`src/sv/mlpe2_pkg.sv`:
```
package mlpe2_pkg;

  // Fixed-point format of the weights, scaled inputs and activations.
  localparam int WFRAC      = 14;
  localparam int NUM_HIDDEN = 4;
  localparam int LANE_W     = 16;
  localparam int CFG_W      = 64;
  localparam int CFG_IDX_W  = 3;

  // Exp2 fraction table.
  localparam int EXP2_N     = 64;
  localparam int EXP2_IDX_W = $clog2(EXP2_N);
  localparam int EXP2_W     = WFRAC + 1;

  // Scaled input widths.
  localparam int X0_W = 19;
  localparam int X1_W = 24;
  localparam int X2_W = 16;

  // Products, hidden preactivation, rounded magnitude, activation, output sum.
  localparam int PV_W   = X0_W + LANE_W;
  localparam int PH_W   = X1_W + LANE_W;
  localparam int PD_W   = X2_W + LANE_W;
  localparam int PRE_W  = PH_W + 2;
  localparam int MAG_W  = PRE_W - WFRAC;
  localparam int INT_W  = MAG_W - WFRAC;
  localparam int ACT_W  = WFRAC + 2;
  localparam int PO_W   = ACT_W + LANE_W;
  localparam int ACC_W  = PO_W + 2;

  // Register indexes of the configuration port.
  typedef enum logic [CFG_IDX_W-1:0] {
    REG_NET_ENABLED = 3'd0,
    REG_HW_VELOCITY = 3'd1,
    REG_HW_HEIGHT   = 3'd2,
    REG_HW_DIR      = 3'd3,
    REG_OUT_WEIGHTS = 3'd4
  } cfg_reg_t;

  typedef struct packed {
    logic             net_enabled;
    logic [CFG_W-1:0] hw_velocity;
    logic [CFG_W-1:0] hw_height;
    logic [CFG_W-1:0] hw_direction;
    logic [CFG_W-1:0] out_weights;
  } cfg_t;

  typedef logic [NUM_HIDDEN-1:0][ACT_W-1:0] act_vec_t;

  // Exact division by a constant through a reciprocal multiply.
  // Velocity: round(v * 2^14 / 125) = floor((|v| * 2^15 + 125) / 250).
  localparam int          NUM0_W   = 26;
  localparam int          SHIFT0   = 34;
  localparam longint      RECIP0_L = ((64'd1 << SHIFT0) + 64'd249) / 64'd250;
  localparam logic [26:0] RECIP0   = 27'(RECIP0_L);
  localparam logic [NUM0_W-1:0] BIAS0 = 26'd125;

  // Height: round(d * 4 * 2^14 / 15) = floor((|d| * 2^17 + 15) / 30).
  localparam int          NUM1_W   = 27;
  localparam int          SHIFT1   = 32;
  localparam longint      RECIP1_L = ((64'd1 << SHIFT1) + 64'd29) / 64'd30;
  localparam logic [27:0] RECIP1   = 28'(RECIP1_L);
  localparam logic [NUM1_W-1:0] BIAS1 = 27'd15;

  typedef logic [EXP2_W-1:0] exp2_rom_t [EXP2_N];

  // Shift-and-subtract quotient, used only while the table is built.
  function automatic longint unsigned udiv_u64(longint unsigned n, longint unsigned d);
    longint unsigned q;
    longint unsigned r;
    q = '0;
    r = '0;
    for (int b = 63; b >= 0; b--) begin
      r = {r[62:0], n[b]};
      if (r >= d) begin
        r    = r - d;
        q[b] = 1'b1;
      end
    end
    return q;
  endfunction

  // Table of 2^-(j/EXP2_N) with WFRAC fraction bits, built from a Taylor
  // series of exp(-z) in Q30. Evaluated at elaboration only.
  function automatic exp2_rom_t build_exp2_rom();
    exp2_rom_t         rom;
    longint unsigned   z;
    longint unsigned   term;
    longint unsigned   q30_one;
    longint unsigned   ln2_q30;
    longint            sum;
    longint unsigned   sum_u;
    longint unsigned   kk;
    q30_one = 64'd1073741824;
    ln2_q30 = 64'd744261118;
    for (int j = 0; j < EXP2_N; j++) begin
      z    = (longint'(j) * ln2_q30 + longint'(EXP2_N >> 1)) >> EXP2_IDX_W;
      term = q30_one;
      sum  = longint'(q30_one);
      for (int k = 1; k <= 12; k++) begin
        kk   = longint'(k);
        term = udiv_u64((term * z) >> 30, kk);
        if ((k & 1) == 1) begin
          sum = sum - longint'(term);
        end else begin
          sum = sum + longint'(term);
        end
      end
      sum_u  = longint'(sum);
      rom[j] = EXP2_W'((sum_u + (64'd1 << (29 - WFRAC))) >> (30 - WFRAC));
    end
    return rom;
  endfunction

  localparam exp2_rom_t EXP2_ROM = build_exp2_rom();

endpackage

```
`src/sv/mlpe2_output.sv`:
```
module mlpe2_output (
  input  logic                clk,
  input  logic                rst_n,
  input  logic                vld,
  input  mlpe2_pkg::act_vec_t h,
  input  mlpe2_pkg::cfg_t     cfg,
  output logic                out_valid,
  output logic                out_act
);
  import mlpe2_pkg::*;

  logic [1:0]               vld_r;
  logic signed [PO_W-1:0]   po_r [NUM_HIDDEN];
  logic signed [ACC_W-1:0]  acc;
  logic                     act_r;

  always_comb begin
    acc = '0;
    for (int k = 0; k < NUM_HIDDEN; k++) begin
      acc = acc + ACC_W'(po_r[k]);
    end
  end

  always_ff @(posedge clk) begin
    if (!rst_n) begin
      vld_r <= '0;
    end else begin
      vld_r <= {vld_r[0], vld};
    end
  end

  always_ff @(posedge clk) begin
    for (int k = 0; k < NUM_HIDDEN; k++) begin
      po_r[k] <= $signed(h[k]) * $signed(cfg.out_weights[LANE_W*k +: LANE_W]);
    end
    act_r <= cfg.net_enabled & ~acc[ACC_W-1];
  end

  assign out_valid = vld_r[1];
  assign out_act   = act_r;

endmodule

```
`config.mk`:
```
export PLATFORM = sky130hd
export DESIGN_NAME = mlpe2_output
export DESIGN_NICKNAME = d
export VERILOG_FILES = /design/src/sv/mlpe2_pkg.sv /design/src/sv/mlpe2_output.sv
export SDC_FILE = /design/constraint.sdc
export NUM_CORES = 2
export LEC_CHECK = 0
export ABC_AREA = 0
export BUFFER_PORTS_ARGS = -buffer_cell sky130_fd_sc_hd__buf_4
export CAP_MARGIN = 5
export CORE_AREA = 2 2 315 317
export DETAILED_ROUTE_END_ITERATION = 12
export DIE_AREA = 0 0 317 319
export HOLD_SLACK_MARGIN = 0.15
export SYNTH_ARGS = -nofsm -noshare
export SYNTH_HDL_FRONTEND = slang
export SYNTH_SLANG_ARGS = --single-unit
```
`constraint.sdc`:
```
create_clock -name clk -period 11.8 [get_ports clk]
set_clock_uncertainty 0.2 [all_clocks]
set_input_delay 1.18 -clock clk [delete_from_list [all_inputs] [get_ports clk]]
set_output_delay 1.18 -clock clk [all_outputs]
set_load 0.05 [all_outputs]
```
==> results by group <==
Status
  – Status: completed

Route
  – DRC violations left: 0
  – Antenna Nets Post-Route: 0
  – Drt total wl: 103000 um
  – Average wire per standard cell: 17.4 um
  – Initial DRC Count: 1393
  – Drt pass-1 iters: 4
  – Routed via count: 29.9k
  – Vias per cell: 5.05

Floorplan
  – FP Rows: 115
  – Core ar.: 97700 sq um
  – I/O Pins: 326
  – Initial Util: 44.8%
  – Die height: 319 um
  – Full die area: 101000 sq um
  – Die Wd: 317 um

Cells and area
  – Fillcell total: 9322
  – Fraction of layout cells with a size suffix above 1: 4.02%
  – ANT cells: 0
  – Final net count: 6411
  – Area growth syn-to-layout: 6.11%

Hold path
  – Hold crit path type: flop to flop
  – Hold Crit Depth: 1

Synthesis
  – Post-Syn Area: 43800 sq um
  – Mean Syn Cell Area: 9.52 sq um
  – Total number of yosys warnings: 0
  – Flops & latches, synth: 131
  – Synthesized Nets: 6393
  – Post-synthesis cell count: 4598
  – Main synth FF type: dfxtp_1
  – Count of cell types in the netlist: 63
  – Sequential share of the synthesized area: 5.99%
  – EDFF count, synth: 0
  – Async S/R FF share, synth: 0%

Placed design
  – Routability congestion estimate: 0.832
  – DP HPWL: 85500 um
  – Port bufs: 133
  – Setup Slack @ Placement: 4.08 ns

Critical path
  – CP Class: input port to flop
  – CP Launch Type: input port
  – Critical path peak fanout: 16
  – R2R cell count: 12
  – Required @ worst endpoint: 11.95 ns
  – CP arrival: 7.53 ns
  – CP Capture Type: flop

Clocking
  – Post-cts hold buffer count: 0
  – H-tree Lvls: 4
  – CTS tree: built
  – Post-CTS Setup Bufs: 0
  – Resize count post-CTS: 0
  – Clock buffer depth: 2
  – Sink Count: 131
  – Total CTS buffers: 17
  – Clock Latency Late Sink: 0.44 ns
  – Clk slew on worst S/H paths: 0.07 ns
  – CTS root buf: clkbuf_16

Global routing
  – Initial antenna violation count: 7
  – GR Util All Layers: 21.8%
  – Remaining Overflow, GRT: 0
  – First-pass GRT wire length: 174000 um
  – Largest net degree at the start of global routing: 17
  – Vias in the first global route: 33.1k

STA
  – Slew HR: 48.7%
  – Setup ws final: 4.43 ns
  – Setup_tns: 0 ns
  – Max Slew Vio Count: 0
  – Setup violators final: 0
  – Final Hold Fails: 0
  – Max frequency: 136 MHz
  – Final worst path period need: 7.37 ns
  – Slew at the pin closest to its max-slew limit: 0.763 ns
  – RSZ-0062 raised after global routing: false
  – Final period util: 62.5%

Flow run
  – Max cap viols: 0
-- worst max-delay path, cell delays in order --
cell and delay, ns:
buf_4 0.18, nand2_1 0.14, inv_1 0.11, fa_1 0.76, fa_1 0.55, inv_1 0.27, fa_1 0.49, fa_1 0.58
fa_1 0.44, fa_1 0.49, inv_1 0.04, ha_1 0.35, nand2_1 0.18, nor2_1 0.10, and4_1 0.21, a211oi_1 0.58
o2111ai_1 0.28, a31o_1 0.26, a21oi_1 0.17, xnor2_1 0.15
-- sequential cells by signal, indices dropped and copies added, names as in the netlist --
name / flops
po_r: 128
vld_r: 2
out_act: 1
-- logic make-up (layout without fill, tap and decap cells) --
family,Yosys count,in the layout,synth area share [%]
XOR/XNOR,139,139,2.78
AND/OR/NAND/NOR,1259,1259,14.3
AO/OA/AOI/OAI,306,306,4.70
flip-flops,131,131,5.99
adder cells (fa/ha/maj),1471,1471,61.1
buffers and inverters,1292,1323,11.1
-- cell usage in the layout, fill, tap and decap left out, drive strengths merged, types with 9 or more instances in the layout --
master	Yosys	routed
inv	1157	1165
fa	1112	1112
nand2	519	519
and2	497	497
ha	359	359
buf	2	133
dfxtp	131	131
xnor2	110	110
nor2	108	108
a21oi	80	80
o21ai	55	55
a21o	33	33
nor3	30	30
xor2	29	29
nand3	23	23
nand2b	23	23
o21a	19	19
o21bai	17	17
clkbuf	132	17
a31oi	16	16
o211ai	15	15
a211oi	14	14
nand4	13	13
and3	10	10
or3	9	9
-- cell usage after synthesis (4+ instances only) --
master | count | share of area (%)
o21ai_0 | 49 | 0.56
a31o_2 | 4 | 0.080
a211oi_1 | 14 | 0.24
nand3_1 | 23 | 0.26
fa_1 | 1112 | 51
o21bai_1 | 17 | 0.29
nand2_1 | 519 | 4.5
o21ai_1 | 6 | 0.069
xnor2_1 | 110 | 2.2
a21oi_2 | 4 | 0.080
clkbuf_1 | 132 | 1.1
nor2b_1 | 4 | 0.057
nand2b_1 | 23 | 0.33
a211o_1 | 5 | 0.10
nor2_1 | 108 | 0.93
nor3_1 | 30 | 0.34
o22ai_1 | 4 | 0.057
a21oi_1 | 76 | 0.87
xor2_1 | 29 | 0.58
nor4_1 | 5 | 0.071
and3_1 | 10 | 0.14
o2111ai_1 | 5 | 0.10
inv_1 | 1157 | 9.9
dfxtp_1 | 131 | 6.0
o21a_1 | 19 | 0.33
a21o_1 | 32 | 0.55
o211ai_1 | 15 | 0.26
o31ai_1 | 5 | 0.086
and4_1 | 6 | 0.12
a31oi_1 | 16 | 0.23
nand4_1 | 13 | 0.19
or3_1 | 9 | 0.13
and2_1 | 497 | 7.1
ha_1 | 359 | 10
-- per-layer routing --
| layer | track usage (%) | part of all wire [%] |
|---|---|---|
| met1 | 29.1 | 43 |
| met2 | 38.2 | 51 |
| met3 | 2.56 | 3.7 |
| met4 | 4.45 | 2.0 |
| met5 | 0 | 0.039 |
-- through the flow --
stage / cell area, sq um / instances / util [%] / hold slack [ns]
floorplan: 43800 / 4598 / - / 0.212
global placement: 45900 / 5884 / 47.0 / 0.219
CTS: 46400 / 5916 / 47.5 / 0.240
detailed placement: 45900 / 5884 / 47.0 / 0.223
finish: 46400 / 5916 / 47.5 / 0.237
global route: 46400 / 5916 / 47.5 / 0.265
-- path summary, 6_finish.rpt --
kind | from | end | slack (ns)
worst max register to register | po_r[3][31]$_DFF_P_ | out_act$_DFF_P_ | 7.72
worst min-delay path | vld_r[0]$_SDFF_PN0_ | vld_r[1]$_SDFF_PN0_ | 0.24
worst max-delay path | cfg[17] | po_r[1][31]$_DFF_P_ | 4.43
worst min register to register | vld_r[0]$_SDFF_PN0_ | vld_r[1]$_SDFF_PN0_ | 0.24
-- layout make-up --
cell class	instances	area, sq um	share of cell area [%]
inverter	1158	4350	9.36
clock inverter	15	141	0.304
sequential	131	2620	5.65
timing repair buffer	133	998	2.15
multi-input combinational	3175	36300	78.2
clock buffer	17	425	0.916
tap	1287	1610	3.47
Power is left out: the tool's default activity adds up to more than one toggle a clock period on the data nets, which glitch-free logic cannot reach.
