==> src/sv/mlpe2_pkg.sv <==
package mlpe2_pkg;

  // Fixed-point format of the weights, scaled inputs and activations.
  localparam int WFRAC      = 14;
  localparam int NUM_HIDDEN = 4;
  localparam int LANE_W     = 16;
  localparam int CFG_W      = 64;
  localparam int CFG_IDX_W  = 3;

  // Exp2 fraction table.
  localparam int EXP2_N     = 64;
  localparam int EXP2_IDX_W = $clog2(EXP2_N);
  localparam int EXP2_W     = WFRAC + 1;

  // Scaled input widths.
  localparam int X0_W = 19;
  localparam int X1_W = 24;
  localparam int X2_W = 16;

  // Products, hidden preactivation, rounded magnitude, activation, output sum.
  localparam int PV_W   = X0_W + LANE_W;
  localparam int PH_W   = X1_W + LANE_W;
  localparam int PD_W   = X2_W + LANE_W;
  localparam int PRE_W  = PH_W + 2;
  localparam int MAG_W  = PRE_W - WFRAC;
  localparam int INT_W  = MAG_W - WFRAC;
  localparam int ACT_W  = WFRAC + 2;
  localparam int PO_W   = ACT_W + LANE_W;
  localparam int ACC_W  = PO_W + 2;

  // Register indexes of the configuration port.
  typedef enum logic [CFG_IDX_W-1:0] {
    REG_NET_ENABLED = 3'd0,
    REG_HW_VELOCITY = 3'd1,
    REG_HW_HEIGHT   = 3'd2,
    REG_HW_DIR      = 3'd3,
    REG_OUT_WEIGHTS = 3'd4
  } cfg_reg_t;

  typedef struct packed {
    logic             net_enabled;
    logic [CFG_W-1:0] hw_velocity;
    logic [CFG_W-1:0] hw_height;
    logic [CFG_W-1:0] hw_direction;
    logic [CFG_W-1:0] out_weights;
  } cfg_t;

  typedef logic [NUM_HIDDEN-1:0][ACT_W-1:0] act_vec_t;

  // Exact division by a constant through a reciprocal multiply.
  // Velocity: round(v * 2^14 / 125) = floor((|v| * 2^15 + 125) / 250).
  localparam int          NUM0_W   = 26;
  localparam int          SHIFT0   = 34;
  localparam longint      RECIP0_L = ((64'd1 << SHIFT0) + 64'd249) / 64'd250;
  localparam logic [26:0] RECIP0   = 27'(RECIP0_L);
  localparam logic [NUM0_W-1:0] BIAS0 = 26'd125;

  // Height: round(d * 4 * 2^14 / 15) = floor((|d| * 2^17 + 15) / 30).
  localparam int          NUM1_W   = 27;
  localparam int          SHIFT1   = 32;
  localparam longint      RECIP1_L = ((64'd1 << SHIFT1) + 64'd29) / 64'd30;
  localparam logic [27:0] RECIP1   = 28'(RECIP1_L);
  localparam logic [NUM1_W-1:0] BIAS1 = 27'd15;

  typedef logic [EXP2_W-1:0] exp2_rom_t [EXP2_N];

  // Shift-and-subtract quotient, used only while the table is built.
  function automatic longint unsigned udiv_u64(longint unsigned n, longint unsigned d);
    longint unsigned q;
    longint unsigned r;
    q = '0;
    r = '0;
    for (int b = 63; b >= 0; b--) begin
      r = {r[62:0], n[b]};
      if (r >= d) begin
        r    = r - d;
        q[b] = 1'b1;
      end
    end
    return q;
  endfunction

  // Table of 2^-(j/EXP2_N) with WFRAC fraction bits, built from a Taylor
  // series of exp(-z) in Q30. Evaluated at elaboration only.
  function automatic exp2_rom_t build_exp2_rom();
    exp2_rom_t         rom;
    longint unsigned   z;
    longint unsigned   term;
    longint unsigned   q30_one;
    longint unsigned   ln2_q30;
    longint            sum;
    longint unsigned   sum_u;
    longint unsigned   kk;
    q30_one = 64'd1073741824;
    ln2_q30 = 64'd744261118;
    for (int j = 0; j < EXP2_N; j++) begin
      z    = (longint'(j) * ln2_q30 + longint'(EXP2_N >> 1)) >> EXP2_IDX_W;
      term = q30_one;
      sum  = longint'(q30_one);
      for (int k = 1; k <= 12; k++) begin
        kk   = longint'(k);
        term = udiv_u64((term * z) >> 30, kk);
        if ((k & 1) == 1) begin
          sum = sum - longint'(term);
        end else begin
          sum = sum + longint'(term);
        end
      end
      sum_u  = longint'(sum);
      rom[j] = EXP2_W'((sum_u + (64'd1 << (29 - WFRAC))) >> (30 - WFRAC));
    end
    return rom;
  endfunction

  localparam exp2_rom_t EXP2_ROM = build_exp2_rom();

endpackage

==> src/sv/mlpe2_scale.sv <==
module mlpe2_scale (
  input  logic                               clk,
  input  logic                               rst_n,
  input  logic                               vld,
  input  logic signed [10:0]                 velocity,
  input  logic [9:0]                         gap_bottom,
  input  logic [9:0]                         agent_bottom,
  input  logic signed [1:0]                  direction,
  output logic                               vld_o,
  output logic signed [mlpe2_pkg::X0_W-1:0]  x0,
  output logic signed [mlpe2_pkg::X1_W-1:0]  x1,
  output logic signed [mlpe2_pkg::X2_W-1:0]  x2
);
  import mlpe2_pkg::*;

  logic                      vel_neg;
  logic [10:0]               vel_mag;
  logic [NUM0_W-1:0]         num0;
  logic [NUM0_W+26:0]        prod0;
  logic [X0_W-2:0]           q0;
  logic signed [10:0]        diff;
  logic                      diff_neg;
  logic [9:0]                diff_mag;
  logic [NUM1_W-1:0]         num1;
  logic [NUM1_W+27:0]        prod1;
  logic [X1_W-2:0]           q1;

  logic                      vld_r;
  logic signed [X0_W-1:0]    x0_r;
  logic signed [X1_W-1:0]    x1_r;
  logic signed [X2_W-1:0]    x2_r;

  always_comb begin
    vel_neg  = velocity[10];
    vel_mag  = vel_neg ? 11'(-velocity) : 11'(velocity);
    num0     = {vel_mag, 15'd0} + BIAS0;
    prod0    = (NUM0_W+27)'(num0) * (NUM0_W+27)'(RECIP0);
    q0       = prod0[SHIFT0 +: X0_W-1];

    diff     = $signed({1'b0, gap_bottom}) - $signed({1'b0, agent_bottom});
    diff_neg = diff[10];
    diff_mag = diff_neg ? 10'(-diff) : 10'(diff);
    num1     = {diff_mag, 17'd0} + BIAS1;
    prod1    = (NUM1_W+28)'(num1) * (NUM1_W+28)'(RECIP1);
    q1       = prod1[SHIFT1 +: X1_W-1];
  end

  always_ff @(posedge clk) begin
    if (!rst_n) begin
      vld_r <= 1'b0;
    end else begin
      vld_r <= vld;
    end
  end

  always_ff @(posedge clk) begin
    x0_r <= vel_neg  ? -$signed({1'b0, q0}) : $signed({1'b0, q0});
    x1_r <= diff_neg ? -$signed({1'b0, q1}) : $signed({1'b0, q1});
    x2_r <= {direction, {WFRAC{1'b0}}};
  end

  assign vld_o = vld_r;
  assign x0    = x0_r;
  assign x1    = x1_r;
  assign x2    = x2_r;

endmodule

==> config.mk <==
export PLATFORM = sky130hd
export DESIGN_NAME = mlpe2_scale
export DESIGN_NICKNAME = d
export VERILOG_FILES = /design/src/sv/mlpe2_pkg.sv /design/src/sv/mlpe2_scale.sv
export SDC_FILE = /design/constraint.sdc
export NUM_CORES = 1
export LEC_CHECK = 0
export BUFFER_PORTS_ARGS = -buffer_cell sky130_fd_sc_hd__buf_2
export CAP_MARGIN = 0
export CELL_PAD_IN_SITES_DETAIL_PLACEMENT = 1
export CELL_PAD_IN_SITES_GLOBAL_PLACEMENT = 2
export CORE_MARGIN = 4
export CORE_UTILIZATION = 42
export DETAILED_ROUTE_END_ITERATION = 16
export PLACE_DENSITY_LB_ADDON = 0.25
export SLEW_MARGIN = 25
export SYNTH_ARGS = -nofsm -noshare
export SYNTH_HDL_FRONTEND = slang
export SYNTH_SLANG_ARGS = --single-unit
==> constraint.sdc <==
create_clock -name clk -period 15.6 [get_ports clk]
set_input_delay 0.78 -clock clk [delete_from_list [all_inputs] [get_ports clk]]
set_output_delay 0.78 -clock clk [all_outputs]
set_load 0.02 [all_outputs]
==> results.md <==
- The run finished with clean final reports.
- The placement row count is 58.
- The area growth from synthesis to layout is 8.56%.
- The synthesized area divided by synthesized cell count is approximately 8.7 um^2.
- For this run, the detailed router's first-pass iteration total came to 4.
- The number of global-route vias before repair is about 9000.
- The total of cells resized after clock tree synthesis is 0.
- The number of hold-slack violations in the final timing report came to 0.
- During I/O placement, the number of pins put on the boundary was between 90 and 100.
- In this run, placement finished with an instance count of 1632.
- The final setup slack of the worst path is between 6 and 7 ns.
- Setup violations remaining at the end of the flow were counted as 0.
- Along the worst path, the maximum fanout reaches 13.
- Post-CTS timing repair inserted 0 buffers for setup.
- The final non-filler cell area is 0.0116 mm^2.
- Counting along the longest clock path gives a buffer depth of 2.
- The number of antenna violations at the first check in global routing is 0.
- The critical path buffer and inverter count is 7.
- The repair_antennas step left the layout with diodes totalling 0.
- In this run, post-CTS hold repair placed 0 buffers.
- The tree is rooted in a sky130_fd_sc_hd__clkbuf_16.
- The die is between 150 and 200 um wide.
- The final global-route overflow total is 0.
- The cell with the largest stage delay on the worst path is sky130_fd_sc_hd__xor2_1.
- The maximum clock rate is 105 MHz.
- During placement, the flow inserted port buffers numbering 81.
- The H-tree generated during clock tree synthesis spans 2 levels.
- The worst setup path is captured at a register.
- The placed wire-length estimate after detailed placement is roughly 24 mm.
- The final-stage net count is 1717.
- For met3 alone, demand over resource in global routing was ~3.2%.
- The distinct cell type count of the synthesized netlist is 83.
- The initial core utilization is between 40% and 50%.
- The met1 demand-to-capacity share in global routing is 29.6%.
- After clock tree synthesis, the clock-pin slew on the worst setup and hold paths is about 0.070 ns.
- In this run the cell area measured after placement is 0.0115 mm^2.
- The final period demand of the worst path is roughly 9.5 ns.
- The critical path launch point type is an input port.
- The floorplan step set the die height to 168 um.
- The die covers ~0.028 mm^2.
- The number of fillers in the final layout is a little over 3000.
- In this run the worst hold path is classified as in2reg.
- Synthesis produced between 1000 and 1500 cells.
- met2 is the most crowded layer.
- Buffers inserted during clock tree synthesis total 5.
- In this run the most critical hold path is launched from direction[1].
- Headroom to the max-slew limit came out at 36.8%.
- In the final layout, the multi-input gates occupy ~0.009 mm^2.
- The post-route fraction of the period consumed by the critical path is 60.8%.
- The count of cells in the finished layout, fillers not included, comes to ~1600.
- The placeable core region is ~0.025 mm^2.
- Global routing used 30.5% of the available met2 tracks.
- The sink of the worst hold path is x2[15]$_DFF_P_.
- For this block, the via count after detailed routing is between 8000 and 9000.
- The arrival time at the worst endpoint is between 9 and 10 ns.
- The first global-routing pass estimated around 45 mm of wire.
- The critical path's largest stage delay is roughly 0.67 ns.
- For the pin with the worst max-slew slack, the measured transition is around 0.94 ns.
- The post-route setup TNS is 0 ns.
- The ratio of routed vias to standard cells is between 5 and 6.
- The worst slack after detailed placement is 5.81 ns.
- Sequential cells were found to cover 8.58% of the synthesized design area.
- The synthesized area is around 0.011 mm^2.
- The fraction of final layout cells with drive strength greater than 1 is ~10%.
- The post-route DRC violation count is 0.
- The post-detailed-routing wire length is roughly 27 mm.
- The synthesized design contains 0 enable-type register cells.
- The worst setup path is of the in2reg kind.
- In the synthesized netlist the async set-or-reset flop fraction comes to 0%.
- Along the worst hold path, the cell count comes to 1.
- The worst path required time is roughly 16 ns.
- The max-capacitance violation count is 0.
- At the end of routability-driven placement, the weighted congestion stood at 0.890.
- The number of DRC markers after the initial detailed-route iteration is between 300 and 400.
- Setup repair after global routing left no endpoint under its margin.
- The clock tree from TritonCTS is yes.
- The clock drives 46 sinks.
- In the global route stage, overall resource usage came out at around 20%.
- The final antenna-violating net count is 0.
- Yosys printed 0 warnings.
- Entering global routing, the biggest net connects 31 pins.
- The sequential cells in the finished layout cover a total of 921 um^2.
- The cell class contributing the biggest share of worst-path delay is adder cells.
- The number of storage elements in the synthesis netlist is 46.
- Dividing the detail-routed wire length by the instance count gives around 17 um.
- The number of pins with negative max-slew slack in the final report was 0.
- In the synthesized netlist the dominant register cell turns out to be sky130_fd_sc_hd__dfxtp_1.
routing by layer:
layer  wire, um  part of all wire, %
met1      13900                   51
met4         95                 0.35
met2      11700                   43
met3       1490                  5.5
met5          0                    0
placed cells by master, fill, tap and decap left out, drive strengths merged, types with 43 or more instances in the layout:
| cell type | Yosys | final |
|---|---|---|
| a21oi | 58 | 58 |
| nand2 | 72 | 72 |
| inv | 248 | 248 |
| ha | 294 | 294 |
| nor2 | 43 | 43 |
| dfxtp | 46 | 46 |
| fa | 78 | 78 |
| o21ai | 61 | 61 |
| xnor2 | 60 | 60 |
| buf | 17 | 87 |
synth_stat cells (3+ instances only):
master	number	area [um^2]
sky130_fd_sc_hd__ha_1	294	3680
sky130_fd_sc_hd__inv_1	247	927
sky130_fd_sc_hd__fa_1	78	1560
sky130_fd_sc_hd__nand2_1	71	267
sky130_fd_sc_hd__xnor2_1	58	508
sky130_fd_sc_hd__o21ai_0	54	270
sky130_fd_sc_hd__a21oi_1	53	265
sky130_fd_sc_hd__dfxtp_1	46	921
sky130_fd_sc_hd__nor2_1	42	158
sky130_fd_sc_hd__xor2_1	29	254
sky130_fd_sc_hd__nand3_1	18	90.1
sky130_fd_sc_hd__a21o_1	16	120
sky130_fd_sc_hd__buf_4	15	113
sky130_fd_sc_hd__a31oi_1	11	68.8
sky130_fd_sc_hd__clkbuf_1	11	41.3
sky130_fd_sc_hd__and2_1	10	62.6
sky130_fd_sc_hd__nand2b_1	10	62.6
sky130_fd_sc_hd__nand4_1	10	62.6
sky130_fd_sc_hd__nor3_1	10	50.1
sky130_fd_sc_hd__o31ai_1	10	75.1
sky130_fd_sc_hd__and3_1	9	56.3
sky130_fd_sc_hd__o211ai_1	8	60.1
sky130_fd_sc_hd__or3_1	7	43.8
sky130_fd_sc_hd__o2111ai_1	6	52.6
sky130_fd_sc_hd__o21a_1	6	45.0
sky130_fd_sc_hd__a21boi_0	5	37.5
sky130_fd_sc_hd__a21oi_2	5	43.8
sky130_fd_sc_hd__nor2b_1	5	31.3
sky130_fd_sc_hd__o21ai_1	5	25.0
sky130_fd_sc_hd__or2_2	5	31.3
sky130_fd_sc_hd__nand3b_1	4	30.0
sky130_fd_sc_hd__o21bai_1	4	30.0
sky130_fd_sc_hd__a221o_1	3	30.0
sky130_fd_sc_hd__a41oi_1	3	26.3
sky130_fd_sc_hd__o31a_1	3	26.3
metrics by stage:
step,utilization (%),hold slack [ns]
after floorplan,-,0.808
after global routing,46.3,0.579
after detailed placement,45.6,0.886
after global placement,45.6,0.885
final,46.3,0.583
after CTS,46.3,0.578
final cells by class:
cell class	count	area share (%)
clock inverter	1	0.258
tap	330	3.54
clock buffer	7	1.14
timing repair buffer	87	3.87
multi-input combinational	921	75.3
sequential	46	7.91
inverter	248	7.99
cells by family (layout without fill, tap and decap cells):
family	count (synthesis)	count (layout)	synth area share (%)
DFF	46	46	8.58
buffers and inverters	276	343	10.2
and+or+nand+nor	220	220	10.5
other	1	14	0.0349
adders and majority gates	372	372	48.8
muxes	1	1	0.0933
xor gates and xnor gates	90	90	7.66
AOI/OAI and AO/OA	224	224	14.1
sequential cells by signal, summed over array words and instances (netlist names):
name	flops
x1	24
x0	19
x2	2
vld_o	1
worst max path at each step:
| stage | startpoint | end | slack (ns) | cells after the start |
|---|---|---|---|---|
| final | velocity[0] | x0[18]$_SDFF_PN0_ | 6.12 | 30 |
| after global routing | velocity[0] | x0[18]$_SDFF_PN0_ | 5.50 | 30 |
| after CTS | velocity[0] | x0[18]$_SDFF_PN0_ | 6.11 | 30 |
| after detailed placement | velocity[0] | x0[18]$_SDFF_PN0_ | 5.81 | 30 |
| after floorplan | velocity[0] | x0[18]$_SDFF_PN0_ | 6.77 | 29 |
| after global placement | velocity[0] | x0[18]$_SDFF_PN0_ | 5.99 | 30 |
Power is left out: the tool's default activity adds up to more than one toggle a clock period on the data nets, which glitch-free logic cannot reach.
