===== config.mk =====
export PLATFORM = sky130hd
export DESIGN_NAME = mlpe2_cfg_regs
export DESIGN_NICKNAME = d
export VERILOG_FILES = /design/src/sv/mlpe2_pkg.sv /design/src/sv/mlpe2_cfg_regs.sv
export SDC_FILE = /design/constraint.sdc
export NUM_CORES = 1
export LEC_CHECK = 0
export BUFFER_PORTS_ARGS = -buffer_cell sky130_fd_sc_hd__buf_2
export CORE_UTILIZATION = 45
export CTS_CLUSTER_SIZE = 16
export DETAILED_ROUTE_END_ITERATION = 8
export GPL_ROUTABILITY_DRIVEN = 0
export HOLD_SLACK_MARGIN = 0.15
export PLACE_DENSITY = 0.75
export SLEW_MARGIN = 20
export SYNTH_ARGS = -nofsm -noshare
export SYNTH_HDL_FRONTEND = slang
export SYNTH_SLANG_ARGS = --single-unit

===== constraint.sdc =====
create_clock -name clk -period 0.85 [get_ports clk]
set_input_delay 0.0425 -clock clk [delete_from_list [all_inputs] [get_ports clk]]
set_output_delay 0.0425 -clock clk [all_outputs]
set_load 0.01 [all_outputs]

===== src/sv/mlpe2_pkg.sv =====
package mlpe2_pkg;

  // Fixed-point format of the weights, scaled inputs and activations.
  localparam int WFRAC      = 14;
  localparam int NUM_HIDDEN = 4;
  localparam int LANE_W     = 16;
  localparam int CFG_W      = 64;
  localparam int CFG_IDX_W  = 3;

  // Exp2 fraction table.
  localparam int EXP2_N     = 64;
  localparam int EXP2_IDX_W = $clog2(EXP2_N);
  localparam int EXP2_W     = WFRAC + 1;

  // Scaled input widths.
  localparam int X0_W = 19;
  localparam int X1_W = 24;
  localparam int X2_W = 16;

  // Products, hidden preactivation, rounded magnitude, activation, output sum.
  localparam int PV_W   = X0_W + LANE_W;
  localparam int PH_W   = X1_W + LANE_W;
  localparam int PD_W   = X2_W + LANE_W;
  localparam int PRE_W  = PH_W + 2;
  localparam int MAG_W  = PRE_W - WFRAC;
  localparam int INT_W  = MAG_W - WFRAC;
  localparam int ACT_W  = WFRAC + 2;
  localparam int PO_W   = ACT_W + LANE_W;
  localparam int ACC_W  = PO_W + 2;

  // Register indexes of the configuration port.
  typedef enum logic [CFG_IDX_W-1:0] {
    REG_NET_ENABLED = 3'd0,
    REG_HW_VELOCITY = 3'd1,
    REG_HW_HEIGHT   = 3'd2,
    REG_HW_DIR      = 3'd3,
    REG_OUT_WEIGHTS = 3'd4
  } cfg_reg_t;

  typedef struct packed {
    logic             net_enabled;
    logic [CFG_W-1:0] hw_velocity;
    logic [CFG_W-1:0] hw_height;
    logic [CFG_W-1:0] hw_direction;
    logic [CFG_W-1:0] out_weights;
  } cfg_t;

  typedef logic [NUM_HIDDEN-1:0][ACT_W-1:0] act_vec_t;

  // Exact division by a constant through a reciprocal multiply.
  // Velocity: round(v * 2^14 / 125) = floor((|v| * 2^15 + 125) / 250).
  localparam int          NUM0_W   = 26;
  localparam int          SHIFT0   = 34;
  localparam longint      RECIP0_L = ((64'd1 << SHIFT0) + 64'd249) / 64'd250;
  localparam logic [26:0] RECIP0   = 27'(RECIP0_L);
  localparam logic [NUM0_W-1:0] BIAS0 = 26'd125;

  // Height: round(d * 4 * 2^14 / 15) = floor((|d| * 2^17 + 15) / 30).
  localparam int          NUM1_W   = 27;
  localparam int          SHIFT1   = 32;
  localparam longint      RECIP1_L = ((64'd1 << SHIFT1) + 64'd29) / 64'd30;
  localparam logic [27:0] RECIP1   = 28'(RECIP1_L);
  localparam logic [NUM1_W-1:0] BIAS1 = 27'd15;

  typedef logic [EXP2_W-1:0] exp2_rom_t [EXP2_N];

  // Shift-and-subtract quotient, used only while the table is built.
  function automatic longint unsigned udiv_u64(longint unsigned n, longint unsigned d);
    longint unsigned q;
    longint unsigned r;
    q = '0;
    r = '0;
    for (int b = 63; b >= 0; b--) begin
      r = {r[62:0], n[b]};
      if (r >= d) begin
        r    = r - d;
        q[b] = 1'b1;
      end
    end
    return q;
  endfunction

  // Table of 2^-(j/EXP2_N) with WFRAC fraction bits, built from a Taylor
  // series of exp(-z) in Q30. Evaluated at elaboration only.
  function automatic exp2_rom_t build_exp2_rom();
    exp2_rom_t         rom;
    longint unsigned   z;
    longint unsigned   term;
    longint unsigned   q30_one;
    longint unsigned   ln2_q30;
    longint            sum;
    longint unsigned   sum_u;
    longint unsigned   kk;
    q30_one = 64'd1073741824;
    ln2_q30 = 64'd744261118;
    for (int j = 0; j < EXP2_N; j++) begin
      z    = (longint'(j) * ln2_q30 + longint'(EXP2_N >> 1)) >> EXP2_IDX_W;
      term = q30_one;
      sum  = longint'(q30_one);
      for (int k = 1; k <= 12; k++) begin
        kk   = longint'(k);
        term = udiv_u64((term * z) >> 30, kk);
        if ((k & 1) == 1) begin
          sum = sum - longint'(term);
        end else begin
          sum = sum + longint'(term);
        end
      end
      sum_u  = longint'(sum);
      rom[j] = EXP2_W'((sum_u + (64'd1 << (29 - WFRAC))) >> (30 - WFRAC));
    end
    return rom;
  endfunction

  localparam exp2_rom_t EXP2_ROM = build_exp2_rom();

endpackage


===== src/sv/mlpe2_cfg_regs.sv =====
module mlpe2_cfg_regs (
  input  logic                                 clk,
  input  logic                                 rst_n,
  input  logic                                 cfg_we,
  input  logic [mlpe2_pkg::CFG_IDX_W-1:0]      cfg_index,
  input  logic [mlpe2_pkg::CFG_W-1:0]          cfg_data,
  output mlpe2_pkg::cfg_t                      cfg
);
  import mlpe2_pkg::*;

  cfg_t cfg_r;
  cfg_t cfg_nxt;

  always_comb begin
    cfg_nxt = cfg_r;
    if (cfg_we) begin
      unique case (cfg_index)
        REG_NET_ENABLED: cfg_nxt.net_enabled  = cfg_data[0];
        REG_HW_VELOCITY: cfg_nxt.hw_velocity  = cfg_data;
        REG_HW_HEIGHT:   cfg_nxt.hw_height    = cfg_data;
        REG_HW_DIR:      cfg_nxt.hw_direction = cfg_data;
        REG_OUT_WEIGHTS: cfg_nxt.out_weights  = cfg_data;
        default:         cfg_nxt = cfg_r;
      endcase
    end
  end

  always_ff @(posedge clk) begin
    if (!rst_n) begin
      cfg_r <= '0;
    end else begin
      cfg_r <= cfg_nxt;
    end
  end

  assign cfg = cfg_r;

endmodule


==> results.toml, run 1 <==
[status]
run_status = "finished, violations left"
violations = "setup timing"

[finish]
n_fill_cell = 1065
finalCoreUtilization_pct = 78.0
area_delta_synth_final_pct = 68.0
nNetsFinal = 1483
stdcell_count = 1703
layout-drive-gt1-share_pct = 53.7
post-route-cell-area_sq_mm = 0.0160
layout.cells.most_common = "sky130_fd_sc_hd__nand2_1"
largest_reg_flops = 257
most_used_cells_in_the_layout_excluding_fill_and_tap_cells = "317 x sky130_fd_sc_hd__nand2_1, 257 x sky130_fd_sc_hd__mux2i_1, 257 x sky130_fd_sc_hd__dfxtp_2, 257 x sky130_fd_sc_hd__buf_6, 117 x sky130_fd_sc_hd__buf_4"
n_antenna_cell = 0

[worst_setup_path]
worst_setup_path_end_kind = "output pin"
cp_data_arrival_time_ns = 1.00
timing.critical_path.buf_inv = 1
critical-path-max-stage-delay_ns = 0.37
setup.worst_path.start_class = "flop"
worst_path_required_ns = 0.81
timing.setup.critical_path_class = "reg2out"
critPathMaxFanout = 2
cell_family_with_most_cp_delay = "flip-flops"
critical_path.slowest_cell = "sky130_fd_sc_hd__dfxtp_2"
timing.critical_path.cells = "buf_6"

[timing]
fmaxAchievable_mhz = 961
timing.final.crit_share_pct = 122
grt_setup_unrepaired = "true"
final-max-slew-violation-count = 0
tightest_pin_transition_ns = 0.425
final_hold_vio_count = 0
holdWs_ns = 0.00926
finalClockSkew_ns = 0
setup_tns_ns = -40.45
setup_slack_ns = -0.190
finalCriticalPeriod_ns = 1.04
timing.max_slew.rel_slack_pct = 71.3
final-setup-viol-count = 291

[die]
placement_rows = 52
fp.dieW_um = 147
core_area_sq_mm = 0.0205
die_h_um = 147
die-area_sq_mm = 0.0217
initial_utilization_pct = 46.4
top_level_ports = 327

[placement]
hpwlAfterDp_mm = 17.1
dpl_cell_area_sq_mm = 0.0116
numPlacedInstances = 1493
io_buffer_count = 326
dpl_worst_slack_ns = -0.292

[global_route]
via_count_of_the_first_global_routing_pass = 9073
maximum_number_of_pins_on_one_net_before_global_route_repair = 44
grt_antenna_before_repair = 0
gr-total-overflow = 0
gr-usage-all-layers_pct = 28.0
grt_pass1_wl_mm = 48.3

[power]
max-vdd-ir-drop_mv = 1.23
finalPower_mw = 27.9
power_leakage_nw = 8.01
power_per_cell_area_mw_per_mm2 = 1740

[synthesis]
synth_area_sq_mm = 0.00952
synth.ff_latch_count = 257
synth-seq-area-share_pct = 54.1
synthDominantAreaCellType = "sky130_fd_sc_hd__dfxtp_1"
synth_cells = 904
synth.area.top_cells = "sky130_fd_sc_hd__dfxtp_1 54%, sky130_fd_sc_hd__mux2i_1 27%, sky130_fd_sc_hd__nand2_1 13%, sky130_fd_sc_hd__buf_6 2.1%, sky130_fd_sc_hd__buf_12 1.5%"
yosysWarnings = 0
post_synth.cell_area_avg_sq_um = 10.5
synth_nets = 974
ys_types = 12
synthDominantCellAreaShare_pct = 54.1

[cts]
insertion_delay_ns = 0.50
cts_made_buffers = 26
cts.htree.levels = 1
cts_tree = "done"
clock-root-buffer = "sky130_fd_sc_hd__clkbuf_16"
clk_transition_reported_paths_ns = 0.07
cts_sinks = 257
max-clock-path-buffers = 3

[drt]
avgViaCountPerCell = 5.16
detailedRoute.firstPassIterationCount = 6
ant_nets = 0
post-route-drc-count = 0
route.final.wire_length_mm = 34.4
detailedRoute.firstIterationViolations = 321
route.vias.total = 8785
wl_per_cell_um = 20.2

[hold_path]
worst_hold_path_type = "in2reg"

[flow_run]
maxCapViolations = 0
[where the power goes]
part / switching (mW) / internal (mW)
Sequential: 0.217 / 12.4
Clock: 4.85 / 7.71
Combinational: 1.27 / 1.46
Total: 6.34 / 21.5
[synth_stat cells]
cell and number:
sky130_fd_sc_hd__and4bb_4 1, sky130_fd_sc_hd__buf_12 7, sky130_fd_sc_hd__buf_2 27, sky130_fd_sc_hd__buf_4 4
sky130_fd_sc_hd__buf_6 18, sky130_fd_sc_hd__clkbuf_1 8, sky130_fd_sc_hd__dfxtp_1 257, sky130_fd_sc_hd__mux2i_1 257
sky130_fd_sc_hd__nand2_1 321, sky130_fd_sc_hd__nand4b_1 1, sky130_fd_sc_hd__nand4bb_1 2, sky130_fd_sc_hd__nor4b_1 1
[worst reg2reg max path: stages, from the launching register on]
cell and delay [ns]:
sky130_fd_sc_hd__dfxtp_2 0.35, sky130_fd_sc_hd__buf_4 0.12, sky130_fd_sc_hd__buf_4 0.10, sky130_fd_sc_hd__nand2_2 0.04
sky130_fd_sc_hd__mux2i_1 0.19
[cell families after synthesis]
logic type / Yosys count / synth area share [%]
buf+inv: 64 / 5.65
flops: 257 / 54.1
mux: 257 / 27.0
simple gates: 326 / 13.3
[area by class of cell]
type | count | area [sq um] | area share [%]
multi-input combinational | 583 | 3880 | 24.2
sequential | 257 | 5470 | 34.2
timing repair buffer | 545 | 5360 | 33.5
tap | 270 | 338 | 2.11
clock buffer | 39 | 801 | 5.01
clock inverter | 9 | 148 | 0.924
[final timing paths]
check	start	endpoint	slack, ns	cells after the start
max	cfg[142]$_SDFFE_PN0P_	cfg[142]	-0.19	1
min	rst_n	cfg[126]$_SDFFE_PN0P_	0.009	3
max reg2reg	cfg[14]$_SDFFE_PN0P_	cfg[14]$_SDFFE_PN0P_	-0.04	4
min reg2reg	cfg[10]$_SDFFE_PN0P_	cfg[10]$_SDFFE_PN0P_	0.46	2
[per-layer routing]
metal | wire length [um] | up-vias | GRT usage [%]
met4 | 1740 | 0 | 14.1
met2 | 17600 | 426 | 50.8
li1 | - | 4003 | -
met3 | 2470 | 123 | 6.73
met1 | 12600 | 4233 | 30.4
met5 | 0 | - | 0
[repair_timing]
item	CTS	global route
hold endpoints to repair	257	79
hold buffers	72	14
endpoints found under the setup margin	257	297
cloned	0	1
buffers inserted	16	61
gates resized for setup	519	8
Power figures use the tool's default switching activity.
==> run 2: changes to the inputs <==
- CORE_UTILIZATION: 45 -> 54
- MAX_ROUTING_LAYER: default -> met4
- PLACE_DENSITY: 0.75 -> 0.84
- clock period: 0.85 -> 1.2 ns (I/O delays scaled with it)
==> run 2 against run 1 <==
  * The flow still finishes with violations (setup timing)
  * Non-clock buffer count decreased by 94
  * Via count decreased by 6.1%
  * Global-route usage increased by 1.9 points
  * Largest cell class unchanged
  * Cell count decreased by 8.3%
  * Largest power group unchanged
==> results.toml, run 2 (synthesis gave the netlist of run 1 again) <==
[status]
run_status = "finished, violations left"
violations = "setup timing"

[timing]
fmaxAchievable_mhz = 829
final_hold_vio_count = 0
holdWs_ns = 0.210
tightest_pin_transition_ns = 0.336
final-max-slew-violation-count = 0
timing.max_slew.rel_slack_pct = 77.6
finalCriticalPeriod_ns = 1.21
final-setup-viol-count = 1
timing.final.crit_share_pct = 100
setup_slack_ns = -0.00571
finalClockSkew_ns = 0
grt_setup_unrepaired = "true"

[drt]
met1Wirelength_mm = 11.4
top_sig_layer = "met4"
wl_per_cell_um = 19.0
avgViaCountPerCell = 5.28
route.final.wire_length_mm = 29.6
route.met3.wl_mm = 2.12
ant_nets = 0
route.vias.total = 8247
routed-wl-met2_mm = 15.0
detailedRoute.firstPassIterationCount = 5
detailedRoute.firstIterationViolations = 354
post-route-drc-count = 0

[placement]
io_buffer_count = 326
hpwlAfterDp_mm = 17.1

[global_route]
gr-usage-all-layers_pct = 29.9
gr-total-overflow = 0
grt_antenna_before_repair = 0
maximum_number_of_pins_on_one_net_before_global_route_repair = 60
via_count_of_the_first_global_routing_pass = 8275
grt_pass1_wl_mm = 41.9

[flow_run]
maxCapViolations = 0

[worst_setup_path]
timing.setup.critical_path_class = "in2reg"
worst_path_required_ns = 1.61
setup.worst_path.start_class = "input pin"
critPathMaxFanout = 16
rr_worst_depth = 2
cp_data_arrival_time_ns = 1.62
worst_setup_path_end_kind = "flop"

[finish]
layout.cells.most_common = "sky130_fd_sc_hd__buf_2"
largest_reg_flops = 257
nNetsFinal = 1388
n_fill_cell = 1033
n_antenna_cell = 0
layout-drive-gt1-share_pct = 31.9
most_used_cells_in_the_layout_excluding_fill_and_tap_cells = "323 x sky130_fd_sc_hd__buf_2, 321 x sky130_fd_sc_hd__nand2_1, 257 x sky130_fd_sc_hd__dfxtp_1, 253 x sky130_fd_sc_hd__mux2i_1, 67 x sky130_fd_sc_hd__dlygate4sd3_1"
area_delta_synth_final_pct = 39.2

[die]
top_level_ports = 327
die_h_um = 135
placement_rows = 48
initial_utilization_pct = 55.2
fp.dieW_um = 135
core_area_sq_mm = 0.0172
die-area_sq_mm = 0.0182

[power]
finalPower_mw = 18.2
max-vdd-ir-drop_mv = 1.16
power_per_cell_area_mw_per_mm2 = 1380
power_leakage_nw = 7.21

[cts]
clock-root-buffer = "sky130_fd_sc_hd__clkbuf_16"
cts_sinks = 257
cts.htree.levels = 1
max-clock-path-buffers = 3
clk_transition_reported_paths_ns = 0.06
cts_tree = "done"
cts_made_buffers = 25
insertion_delay_ns = 0.49

[hold_path]
worst_hold_path_type = "in2reg"
worst_hold_path.num_cells = 5
[run 2: changes by cell type in the layout (fill, tap and decap cells not counted), sizes merged]
cell          previous run  this run
bufinv                   4         2
clkinvlp                 1         0
dlygate4sd3             83        67
dlymetal6s4s             1         3
buf                    460       374
clkbuf                  40        46
[run 2: power by group]
part | total (mW) | switching (mW) | internal, mW
Combinational | 1.57 | 0.844 | 0.724
Clock | 7.85 | 3.20 | 4.64
Sequential | 8.82 | 0.103 | 8.72
[run 2: per-stage QoR]
| stage | cell area (sq um) | setup TNS, ns | util, % | worst slack (ns) | instances |
|---|---|---|---|---|---|
| 2_1_floorplan | 9520 | 0 | - | 0.298 | 904 |
| 3_3_place_gp | 11400 | 0 | 66.1 | 0.0679 | 1433 |
| 3_5_place_dp | 11400 | 0 | 66.1 | 0.0189 | 1433 |
| 4_1_cts | 12900 | 0 | 74.9 | 0.0105 | 1548 |
| 5_1_grt | 13300 | -0.0748 | 76.9 | -0.0458 | 1561 |
| 6_report | 13300 | -0.00571 | 76.9 | -0.00571 | 1561 |
[run 2: worst paths after layout]
| check | startpoint | end | slack, ns |
|---|---|---|---|
| hold / removal | cfg_index[0] | cfg[256]$_SDFFE_PN0P_ | 0.21 |
| setup reg to reg | cfg[199]$_SDFFE_PN0P_ | cfg[199]$_SDFFE_PN0P_ | 0.45 |
| hold reg to reg | cfg[225]$_SDFFE_PN0P_ | cfg[225]$_SDFFE_PN0P_ | 0.45 |
| setup / recovery | cfg_we | cfg[101]$_SDFFE_PN0P_ | -0.006 |
[run 2: per-layer routing]
| layer | vias to the layer above | track usage [%] |
|---|---|---|
| met4 | 0 | 12.7 |
| met3 | 91 | 6.08 |
| met5 | - | - |
| met1 | 3941 | 32.3 |
| met2 | 410 | 53.2 |
| li1 | 3805 | - |
[run 2: cell type report]
| cell class | count | area (sq um) | area share (%) |
|---|---|---|---|
| Clock buffer | 39 | 738 | 5.57 |
| Clock inverter | 6 | 80.1 | 0.604 |
| Multi-Input combinational cell | 583 | 3910 | 29.5 |
| Sequential cell | 257 | 5140 | 38.8 |
| Tap cell | 225 | 282 | 2.12 |
| Timing Repair Buffer | 451 | 3100 | 23.4 |
[run 2: worst max-delay path: stages]
cell,delay (ns)
sky130_fd_sc_hd__dlygate4sd3_1,0.55
sky130_fd_sc_hd__buf_6,0.14
sky130_fd_sc_hd__nand4b_1,0.21
sky130_fd_sc_hd__buf_4,0.37
sky130_fd_sc_hd__mux2i_1,0.28
[run 2: what timing repair did]
item / 4_1_cts / 5_1_grt
hold buffers: 70 / 0
setup buffers: 0 / 6
setup endpoints to repair: 0 / 41
hold endpoints to repair: 257 / 0
gates resized for setup: 0 / 22
